--- src/design/spiq_pkg.sv ---
// Shared types and codes for the stable priority insert queue.
// No dependencies; imported by every module of the block except spiq_fifo.
package spiq_pkg;

  localparam int unsigned IN_TAG_W   = 16;
  localparam int unsigned LEVEL_W    = 3;
  localparam int unsigned SLOT_W     = 4;
  localparam int          LIST_CAP   = 16;

  typedef enum logic {
    OPC_INSERT = 1'b0,
    OPC_LIST   = 1'b1
  } opcode_t;

  typedef enum logic [1:0] {
    STS_INSERTED = 2'd0,
    STS_DROPPED  = 2'd1,
    STS_LISTED   = 2'd2,
    STS_EMPTY    = 2'd3
  } status_t;

  typedef enum logic [1:0] {
    S_IDLE,
    S_SLOT,
    S_LIST
  } state_t;

  typedef struct packed {
    opcode_t               opcode;
    logic [IN_TAG_W-1:0]   arrival_tag;
    logic [LEVEL_W-1:0]    level;
  } in_item_t;

  typedef struct packed {
    status_t               status;
    logic [IN_TAG_W-1:0]   out_tag;
    logic [LEVEL_W-1:0]    out_level;
    logic [SLOT_W-1:0]     slot;
    logic                  last;
  } out_item_t;

  typedef struct packed {
    opcode_t               op;
    logic [IN_TAG_W-1:0]   tag;
    logic [LEVEL_W-1:0]    level;
  } cmd_t;

endpackage

--- src/design/spiq_fifo.sv ---
// Small register FIFO used for the command queue and the result queue.
// Depends on nothing but its type parameter.
module spiq_fifo #(
  parameter type         T = logic,
  parameter int unsigned N = 2
) (
  input  logic clk,
  input  logic rst_n,
  input  logic wr_en,
  input  T     wr_data,
  output logic full,
  input  logic rd_en,
  output T     rd_data,
  output logic empty
);

  localparam int unsigned PW = (N > 1) ? $clog2(N) : 1;
  localparam int unsigned CW = $clog2(N + 1);

  T                mem_r [N];
  logic [PW-1:0]   wptr_r;
  logic [PW-1:0]   rptr_r;
  logic [CW-1:0]   cnt_r;
  logic            do_wr;
  logic            do_rd;

  assign full    = (cnt_r == CW'(N));
  assign empty   = (cnt_r == '0);
  assign do_wr   = wr_en && !full;
  assign do_rd   = rd_en && !empty;
  assign rd_data = mem_r[rptr_r];

  always_ff @(posedge clk) begin
    if (do_wr) begin
      mem_r[wptr_r] <= wr_data;
    end
  end

  always_ff @(posedge clk) begin
    if (!rst_n) begin
      wptr_r <= '0;
      rptr_r <= '0;
      cnt_r  <= '0;
    end else begin
      if (do_wr) begin
        wptr_r <= (wptr_r == PW'(N - 1)) ? '0 : wptr_r + PW'(1);
      end
      if (do_rd) begin
        rptr_r <= (rptr_r == PW'(N - 1)) ? '0 : rptr_r + PW'(1);
      end
      if (do_wr && !do_rd) begin
        cnt_r <= cnt_r + CW'(1);
      end else if (do_rd && !do_wr) begin
        cnt_r <= cnt_r - CW'(1);
      end
    end
  end

endmodule

--- src/design/spiq_front.sv ---
// Front end: accepts input beats, decodes them into commands and queues them.
// Depends on spiq_pkg and spiq_fifo.
module spiq_front (
  input  logic              clk,
  input  logic              rst_n,
  input  logic              push,
  output logic              full,
  input  spiq_pkg::in_item_t in_data,
  output logic              cmd_valid,
  input  logic              cmd_pop,
  output spiq_pkg::cmd_t    cmd
);
  import spiq_pkg::*;

  cmd_t cmd_in;
  logic cmd_empty;

  always_comb begin
    cmd_in.op    = in_data.opcode;
    cmd_in.tag   = (in_data.opcode == OPC_INSERT) ? in_data.arrival_tag : '0;
    cmd_in.level = (in_data.opcode == OPC_INSERT) ? in_data.level : '0;
  end

  spiq_fifo #(.T(cmd_t), .N(2)) u_cmdq (
    .clk     (clk),
    .rst_n   (rst_n),
    .wr_en   (push),
    .wr_data (cmd_in),
    .full    (full),
    .rd_en   (cmd_pop),
    .rd_data (cmd),
    .empty   (cmd_empty)
  );

  assign cmd_valid = !cmd_empty;

endmodule

--- src/design/spiq_back.sv ---
// Back end: sorted cell array with parallel insert, rotating list sequencer
// and the result queue. Depends on spiq_pkg and spiq_fifo.
module spiq_back #(
  parameter int unsigned DEPTH    = 16,
  parameter int unsigned TAG_BITS = 16
) (
  input  logic                clk,
  input  logic                rst_n,
  input  logic                cmd_valid,
  output logic                cmd_pop,
  input  spiq_pkg::cmd_t      cmd,
  output logic                empty,
  input  logic                pop,
  output spiq_pkg::out_item_t out_data
);
  import spiq_pkg::*;

  localparam int unsigned KB = (TAG_BITS < IN_TAG_W) ? TAG_BITS : IN_TAG_W;
  localparam int unsigned CW = $clog2(DEPTH + 1);
  localparam int unsigned IW = $clog2(DEPTH);

  logic [KB-1:0]      tag_r [DEPTH];
  logic [LEVEL_W-1:0] lvl_r [DEPTH];
  logic [DEPTH-1:0]   at_r;
  logic [DEPTH-1:0]   at_nxt;
  logic [DEPTH-1:0]   le;
  logic [DEPTH-1:0]   shift_in;
  logic [CW-1:0]      count_r, count_nxt;
  logic [IW-1:0]      idx_r, idx_nxt;
  logic [IW-1:0]      slot_enc;
  state_t             state_r, state_nxt;
  logic               do_ins;
  logic               do_rot;
  logic               res_push;
  logic               res_full;
  out_item_t          res;
  int                 list_n;
  logic               emit;

  always_comb begin
    for (int i = 0; i < DEPTH; i++) begin
      le[i] = (CW'(i) < count_r) && (lvl_r[i] <= cmd.level);
    end
    for (int i = 0; i < DEPTH; i++) begin
      if (i == 0) begin
        at_nxt[i]   = !le[i];
        shift_in[i] = 1'b0;
      end else begin
        at_nxt[i]   = le[i-1] && !le[i];
        shift_in[i] = !le[i-1] && (CW'(i - 1) < count_r);
      end
    end
  end

  always_comb begin
    slot_enc = '0;
    for (int i = 0; i < DEPTH; i++) begin
      if (at_r[i]) begin
        slot_enc = slot_enc | IW'(i);
      end
    end
  end

  assign list_n = (int'(count_r) < LIST_CAP) ? int'(count_r) : LIST_CAP;
  assign emit   = int'(idx_r) < LIST_CAP;

  always_comb begin
    state_nxt = state_r;
    count_nxt = count_r;
    idx_nxt   = idx_r;
    cmd_pop   = 1'b0;
    do_ins    = 1'b0;
    do_rot    = 1'b0;
    res_push  = 1'b0;
    res       = '0;
    res.last  = 1'b1;
    unique case (state_r)
      S_IDLE: begin
        if (cmd_valid && !res_full) begin
          cmd_pop = 1'b1;
          if (cmd.op == OPC_INSERT) begin
            if (count_r == CW'(DEPTH)) begin
              res_push   = 1'b1;
              res.status = STS_DROPPED;
            end else begin
              do_ins    = 1'b1;
              count_nxt = count_r + CW'(1);
              state_nxt = S_SLOT;
            end
          end else if (count_r == '0) begin
            res_push   = 1'b1;
            res.status = STS_EMPTY;
          end else begin
            idx_nxt   = '0;
            state_nxt = S_LIST;
          end
        end
      end
      S_SLOT: begin
        if (!res_full) begin
          res_push   = 1'b1;
          res.status = STS_INSERTED;
          res.slot   = SLOT_W'(slot_enc);
          state_nxt  = S_IDLE;
        end
      end
      S_LIST: begin
        if (!emit || !res_full) begin
          do_rot = 1'b1;
          if (emit) begin
            res_push      = 1'b1;
            res.status    = STS_LISTED;
            res.out_tag   = IN_TAG_W'(tag_r[0]);
            res.out_level = lvl_r[0];
            res.slot      = SLOT_W'(idx_r);
            res.last      = (int'(idx_r) + 1 == list_n);
          end
          if (CW'(idx_r) + CW'(1) == count_r) begin
            state_nxt = S_IDLE;
          end else begin
            idx_nxt = idx_r + IW'(1);
          end
        end
      end
      default: state_nxt = S_IDLE;
    endcase
  end

  always_ff @(posedge clk) begin
    if (!rst_n) begin
      state_r <= S_IDLE;
      count_r <= '0;
      idx_r   <= '0;
    end else begin
      state_r <= state_nxt;
      count_r <= count_nxt;
      idx_r   <= idx_nxt;
    end
  end

  always_ff @(posedge clk) begin
    if (do_ins) begin
      at_r <= at_nxt;
    end
    for (int i = 0; i < DEPTH; i++) begin
      if (do_ins) begin
        if (at_nxt[i]) begin
          tag_r[i] <= cmd.tag[KB-1:0];
          lvl_r[i] <= cmd.level;
        end else if (shift_in[i]) begin
          tag_r[i] <= tag_r[(i + DEPTH - 1) % DEPTH];
          lvl_r[i] <= lvl_r[(i + DEPTH - 1) % DEPTH];
        end
      end else if (do_rot) begin
        if (CW'(i + 1) < count_r) begin
          tag_r[i] <= tag_r[(i + 1) % DEPTH];
          lvl_r[i] <= lvl_r[(i + 1) % DEPTH];
        end else if (CW'(i + 1) == count_r) begin
          tag_r[i] <= tag_r[0];
          lvl_r[i] <= lvl_r[0];
        end
      end
    end
  end

  spiq_fifo #(.T(out_item_t), .N(2)) u_resq (
    .clk     (clk),
    .rst_n   (rst_n),
    .wr_en   (res_push),
    .wr_data (res),
    .full    (res_full),
    .rd_en   (pop),
    .rd_data (out_data),
    .empty   (empty)
  );

endmodule

--- src/design/stable_priority_insert_queue.sv ---
// Top level of the stable priority insert queue: front end, back end.
// Depends on spiq_pkg, spiq_front, spiq_back.
//
//   channel | ports                    | beat moves when
//   input   | push, full, in_data      | push && !full
//   result  | empty, pop, out_data     | pop && !empty
//
// Insert: parallel compare and shift of all cells in S_IDLE, then slot encode
// in S_SLOT. Full insert or empty list: answered straight from S_IDLE. List:
// started from S_IDLE, then S_LIST steps through the stored entries by rotating
// the cell array through cell 0; only the first 16 produce beats.
// Reset clears the entry count and queues; cell contents are left as they are.
// Two-deep queues on both sides let input and result sides stall independently.
module stable_priority_insert_queue #(
  parameter int unsigned DEPTH    = 16,
  parameter int unsigned TAG_BITS = 16
) (
  input  logic                clk,
  input  logic                rst_n,
  input  logic                push,
  output logic                full,
  input  spiq_pkg::in_item_t  in_data,
  output logic                empty,
  input  logic                pop,
  output spiq_pkg::out_item_t out_data
);
  import spiq_pkg::*;

  cmd_t cmd;
  logic cmd_valid;
  logic cmd_pop;

  spiq_front u_front (
    .clk       (clk),
    .rst_n     (rst_n),
    .push      (push),
    .full      (full),
    .in_data   (in_data),
    .cmd_valid (cmd_valid),
    .cmd_pop   (cmd_pop),
    .cmd       (cmd)
  );

  spiq_back #(.DEPTH(DEPTH), .TAG_BITS(TAG_BITS)) u_back (
    .clk       (clk),
    .rst_n     (rst_n),
    .cmd_valid (cmd_valid),
    .cmd_pop   (cmd_pop),
    .cmd       (cmd),
    .empty     (empty),
    .pop       (pop),
    .out_data  (out_data)
  );

endmodule
--- config.mk ---
export PLATFORM = sky130hd
export DESIGN_NAME = stable_priority_insert_queue
export DESIGN_NICKNAME = d
export VERILOG_FILES = /design/src/design/spiq_pkg.sv /design/src/design/spiq_fifo.sv /design/src/design/spiq_front.sv /design/src/design/spiq_back.sv /design/src/design/stable_priority_insert_queue.sv
export SDC_FILE = /design/constraint.sdc
export NUM_CORES = 1
export LEC_CHECK = 0
export BUFFER_PORTS_ARGS = -buffer_cell sky130_fd_sc_hd__buf_2
export CELL_PAD_IN_SITES_DETAIL_PLACEMENT = 0
export CELL_PAD_IN_SITES_GLOBAL_PLACEMENT = 1
export CORE_ASPECT_RATIO = 0.7
export CORE_MARGIN = 3
export CORE_UTILIZATION = 56
export DETAILED_ROUTE_END_ITERATION = 12
export GPL_TIMING_DRIVEN = 0
export PLACE_DENSITY_LB_ADDON = 0.3
export RECOVER_POWER = 50
export SLEW_MARGIN = 0
export SYNTH_ARGS = -nofsm -noshare
export SYNTH_HDL_FRONTEND = slang
export SYNTH_SLANG_ARGS = --single-unit
export TNS_END_PERCENT = 100
--- constraint.sdc ---
create_clock -name clk -period 11 [get_ports clk]
set_input_delay 0 -clock clk [delete_from_list [all_inputs] [get_ports clk]]
set_output_delay 0 -clock clk [all_outputs]
set_load 0.05 [all_outputs]
==> results.ini, run 1 <==
[power]
p_int_uw = 3430
power_uw = 5400
combPwrFrac_pct = 32.9
power_density_mw_per_mm2 = 204
ir_drop_mv = 0.170
p_leak_uw = 0.00998
p_seq_share_pct = 39.8
p_clk_share_pct = 27.3
netSwitchingFraction_pct = 36.6
power.switching_uw = 1980

[die]
die_y_um = 179
rows = 62
initial_utilization_pct = 57.6
dieArea_mm2 = 0.0453
io_pins = 52
core_mm2 = 0.0416
fp.dieW_um = 253

[job]
maxCapViolCount = 3

[cts]
cts_tree = done
post_cts_buffers = 0
cts_htree_levels = 2
clk_pin_slew_ns = 0.06
clk-insertion-delay-late_ns = 0.57
clock-sinks = 432
post_cts_resized = 0
cts_hold_buf = 25
cts_root_buf = clkbuf_16
clock_path_buffers = 3
cts_buffers = 43

[sta]
hold_violations = 0
tightest_slew_ns = 2.84
holdWs_ns = 0.0861
fmaxAchievable_mhz = 156
finalCritPeriodShare_pct = 58.4
setup_viol = 0
drv_slew = 71
rsz0062_at_grt = no
maxSlewHeadroom_pct = -89.8
fin_skew_ns = 0.0256
setup_tns_ns = 0
fin_crit_ns = 6.43

[min_path]
hold_end = u_back.u_resq.cnt_r[1]
hold_class = in -> reg
worstHoldStart = pop
hold_path_depth = 5

[detailed_routing]
via_count = 18619
vias_per_cell = 6.65
drt_iter0_drc = 2703
drc = 0
top_layer_used = met5
met1_length_um = 33400
dr_wl_met3_um = 9550
totalWireLength_um = 73300
antenna_left = 0
dr.pass1.iters = 6
wl_per_cell_um = 26.2
wl_met2_um = 29200

[logic_synthesis]
synth_area_mm2 = 0.0239
synth_area_leaders = edfxtp_1 52%, mux2i_1 9.9%, a22oi_1 6.4%
synthFlopType = edfxtp_1
ys_warn_count = 0
synthCells = 2099
synthesis.nets = 2181
yosys.area.top_type_share_pct = 51.5
ys_seq_area_share_pct = 53.3
async_flop_share_pct = 0
avgSynthCellArea_um2 = 11.4
yosys.cell_count.top_type = edfxtp_1
synth_common_cells = 411 x edfxtp_1, 238 x mux2i_1, 237 x o21ai_0
ys_types = 65
synth.ff_latch_count = 432
synth_edf_count = 411
synth_top_area_cell = edfxtp_1

[critical_path]
slowest_stage = o32ai_1
reg2reg_to = u_back.tag_r[9][14]
reg2reg_slack_ns = 4.57
cp_common_cell = clkbuf_1
critPathRequiredTime_ns = 11.12
cp_num_buf_inv = 3
path_max_fanout = 25
worst-r2r-cell-count = 9
critPathCaptureType = flip-flop
crit_chain = clkbuf_1 > mux2i_1 > inv_1 > clkbuf_1 > ha_1 > a32oi_1 > or2_2 > nor2_1 > o32ai_1
cp_data_arrival_time_ns = 6.55
cpPeakStageDelay_ns = 2.17
cp_top_family = compound AO/OA/AOI/OAI gates
crit_path_start_kind = flip-flop
worst-setup-path-type = reg -> reg

[place]
io_buffer_count = 51
dpl.hpwl_um = 58700
place.gp.congestion = 0.975

[global_routing]
grt_max_degree = 27
grt_pass1_vias = 17385
antenna_found_initial = 2
grt_pass1_wl_um = 109000
track_usage_pct = 32.1
grt-ovfl-total = 0

[final_layout]
n_antenna_cell = 0
layout-drive-gt1-share_pct = 7.67
final_util_pct = 63.6
areaGrowthSynthToFinish_pct = 10.4
num-nets-final = 2306

[run_status]
status = complete, but fails checks
violations = capacitance limit, slew limit

==> cell type report <==
type,count,area [um^2]
Inverter,48,180
Tap cell,544,681
Multi-Input combinational cell,1416,10200
Fill cell,3373,15100
Sequential cell,432,12800
Clock buffer,49,1140
Timing Repair Buffer,80,493
Clock inverter,29,216
Buffer,203,791
==> worst reg2reg max path: stages (launching register included) <==
cell      delay, ns
dfxtp_1        0.31
clkbuf_1       0.49
mux2i_1        0.38
inv_1          0.37
clkbuf_1       1.24
ha_1           0.44
a32oi_1        0.30
or2_2          0.21
nor2_1         0.06
o32ai_1        2.17
==> stage by stage <==
stage / instance area [um^2] / instances / setup WS (ns)
after floorplan: 23900 / 2099 / 6.90
after global placement: 24900 / 2694 / 5.18
after detailed placement: 25000 / 2698 / 5.48
after CTS: 26600 / 2801 / 5.48
after global routing: 26400 / 2801 / 4.23
final: 26400 / 2801 / 4.57
==> layer usage <==
metal	up-vias	GRT usage, %
met2	1114	44.7
met5	-	0
met4	2	6.00
met3	93	8.24
li1	8396	-
met1	9014	50.5
==> state kept, by name, summed over array words and instances, names as in the netlist, 2 cells and up, named ones only <==
signal / cells
u_back.count_r: 5
u_back.u_resq.cnt_r: 2
u_back.state_r: 2
u_front.u_cmdq.cnt_r: 2
u_back.u_resq.mem_r: 52
u_back.idx_r: 4
u_back.at_r: 15
u_front.u_cmdq.mem_r: 40
u_back.lvl_r: 48
u_back.tag_r: 256
==> cell families (layout without fill, tap and decap cells) <==
family	Yosys count	count (layout)	synth area share [%]
simple gates	368	368	7.72
fa+ha+maj	58	58	3.03
mux	285	285	12.2
compound gates	690	690	19.0
xor+xnor	15	15	0.549
flops	432	432	53.3
buf+inv	251	409	4.23
==> cell usage in the layout, fill, tap and decap left out, drive strengths merged, types with 8 or more instances in the layout <==
master	count
nand2b	8
xnor2	10
clkinv	25
a211o	15
and2	19
o211ai	10
mux2	47
o22ai	33
dlygate4sd3	25
and3	24
a22oi	205
buf	59
nor2	95
a32oi	41
nor2b	50
a221o	11
nor3	13
o311ai	20
a22o	11
clkbuf	248
a211oi	10
nand2	92
inv	47
o21ai	240
a31oi	14
mux2i	238
or2	15
nand3	19
nor4	9
dfxtp	21
a21oi	51
ha	58
edfxtp	411
==> worst max-delay path by stage <==
| stage | from | end | depth (start not counted) |
|---|---|---|---|
| final | flip-flop | u_back.tag_r[9][14] | 9 |
| after global routing | flip-flop | u_back.tag_r[9][2] | 9 |
| after CTS | u_back.count_r[0] | u_back.tag_r[5][7] | 10 |
| after detailed placement | u_back.count_r[0] | u_back.tag_r[5][7] | 10 |
| after global placement | u_back.count_r[0] | u_back.tag_r[5][6] | 10 |
| after floorplan | flip-flop | u_back.lvl_r[1][3] | 11 |
==> power by group through the flow <==
stage | combinational (uW) | sequential [uW] | clock, uW
global route | 1910 | 2160 | 1550
detailed placement | 1740 | 2180 | 0
floorplan | 1180 | 2160 | 0
global placement | 1660 | 2170 | 0
CTS | 1760 | 2140 | 1480
finish | 1780 | 2150 | 1480
Note: power is estimated with default switching activity, not from simulation.
==> inputs of run 2 (changes only) <==
CORE_UTILIZATION = 52   (was 56)
clock period = 6.65 ns   (was 11 ns; I/O delays follow)
==> run 2 against run 1 <==
Effect of this change:
- the flow still finishes with violations (capacitance limit, slew limit)
- clock power up 80%
- worst setup slack worse by 3.6 ns
- non-clock buffer count down 1
- largest power group unchanged
==> results.ini, run 2 (synthesis gave the netlist of run 1 again) <==
[run_status]
status = complete, but fails checks
violations = capacitance limit, slew limit

[final_layout]
regMostFlops = u_back.tag_r
fillers = 3773
seq_area_mm2 = 0.0128
layout_common_cells = 411 x edfxtp_1, 238 x mux2i_1, 234 x o21ai_0, 206 x clkbuf_1, 205 x a22oi_1
top_regs = u_back.tag_r: 256 flops, u_back.u_resq.mem_r: 52 flops, u_back.lvl_r: 48 flops
fin_cells = 2864
areaGrowthSynthToFinish_pct = 11.5
num-nets-final = 2307
final_common_cell = edfxtp_1
n_antenna_cell = 0
multi_input_area_mm2 = 0.0102
final_area_mm2 = 0.0267
layout-drive-gt1-share_pct = 7.87
largest_reg_flops = 256

[global_routing]
grt_pass1_wl_um = 109000
grt_pass1_vias = 17365
track_usage_pct = 29.5
antenna_found_initial = 2
grt_max_degree = 27
grt-ovfl-total = 0

[detailed_routing]
via_count = 18434
drt_iter0_drc = 2657
dr.pass1.iters = 6
antenna_left = 0
totalWireLength_um = 72600
vias_per_cell = 6.44
wl_per_cell_um = 25.4
drc = 0

[sta]
fmaxAchievable_mhz = 178
fin_crit_ns = 5.63
drv_slew = 26
fin_skew_ns = 0.0135
fin_ws_ns = 1.02
rsz0062_at_grt = no
setup_viol = 0
hold_violations = 0
maxSlewHeadroom_pct = -12.2
holdWs_ns = 0.0887
tightest_slew_ns = 1.68
setup_tns_ns = 0
finalCritPeriodShare_pct = 84.7

[power]
p_clk_share_pct = 29.1
power.switching_uw = 3260
p_leak_uw = 0.0100
netSwitchingFraction_pct = 35.6
p_int_uw = 5900
p_seq_share_pct = 38.8
power_density_mw_per_mm2 = 343
combPwrFrac_pct = 32.1
ir_drop_mv = 0.276

[cts]
cts_hold_buf = 24
clk-insertion-delay-late_ns = 0.56
clk_pin_slew_ns = 0.06
cts_htree_levels = 2
post_cts_buffers = 0
cts_root_buf = clkbuf_16
post_cts_resized = 0
cts_buffers = 45
cts_tree = done
clock-sinks = 432
clock_path_buffers = 3

[critical_path]
cp_num_buf_inv = 4
worst-setup-path-type = reg -> reg
cpPeakStageDelay_ns = 0.76
worst-r2r-cell-count = 9
cp_data_arrival_time_ns = 5.81
crit_chain = clkbuf_1 > mux2_1 > nor4_1 > nand2_1 > inv_1 > clkbuf_1 > clkbuf_2 > nand2_1 > o21bai_2
crit_path_start_kind = flip-flop
slowest_stage = o21bai_2
path_max_fanout = 24
critPathRequiredTime_ns = 6.83
cp_top_family = buffers and inverters
path_depth = 9
critPathCaptureType = flip-flop

[die]
dieArea_mm2 = 0.0487
io_pins = 52
die_y_um = 186
fp.dieW_um = 263
core_mm2 = 0.0453
rows = 65
initial_utilization_pct = 52.9

[min_path]
hold_path_depth = 5
hold_class = in -> reg

[place]
io_buffer_count = 51
place.gp.congestion = 0.962
place_inst = 2757
place_ws_ns = 1.26
dpl.hpwl_um = 58500
place_area_mm2 = 0.0251

[job]
maxCapViolCount = 1

[run 2: power by group through the flow]
stage / registers, uW / clock network, uW / logic [uW]
3_5_place_dp: 3600 / 0 / 2880
5_1_grt: 3570 / 2800 / 3180
2_1_floorplan: 3560 / 0 / 1940
3_3_place_gp: 3600 / 0 / 2760
4_1_cts: 3540 / 2690 / 2910
6_report: 3550 / 2660 / 2940
[run 2: final timing paths]
| kind | startpoint | endpoint | slack (ns) |
|---|---|---|---|
| worst max-delay path | flip-flop | u_back.tag_r[5][11] | 1.02 |
| worst min-delay path | pop | u_back.u_resq.cnt_r[0] | 0.09 |
| worst max register to register | flip-flop | u_back.tag_r[5][11] | 1.02 |
| worst min register to register | u_back.state_r[0] | u_back.state_r[0] | 0.52 |
[run 2: per-stage QoR]
stage	power, uW	utilization [%]
final	9150	59.0
after global routing	9550	59.0
after detailed placement	6480	55.3
after floorplan	5510	-
after global placement	6360	55.1
after CTS	9140	59.2
[run 2: worst reg2reg max path, stage by stage (launching register included)]
cell and delay, ns:
dfxtp_1 0.32, clkbuf_1 0.50, mux2_1 0.51, nor4_1 0.64
nand2_1 0.60, inv_1 0.49, clkbuf_1 0.60, clkbuf_2 0.69
nand2_1 0.15, o21bai_2 0.76
[run 2: area by class of cell]
class	count	area share, %
well taps	603	2.82
flip-flops and latches	432	47.8
inverters	48	0.675
multi-input cells	1416	38.2
clock buffers	57	4.58
repair buffers	79	1.82
plain buffers	203	2.97
clock inverters	26	1.16
[run 2: per-layer routing]
metal | up-vias | part of all wire (%) | GRT usage, %
met2 | 1076 | 39 | 41.3
met5 | - | 0.018 | 0
li1 | 8406 | - | -
met3 | 94 | 13 | 9.06
met1 | 8856 | 46 | 45.0
met4 | 2 | 1.6 | 5.54
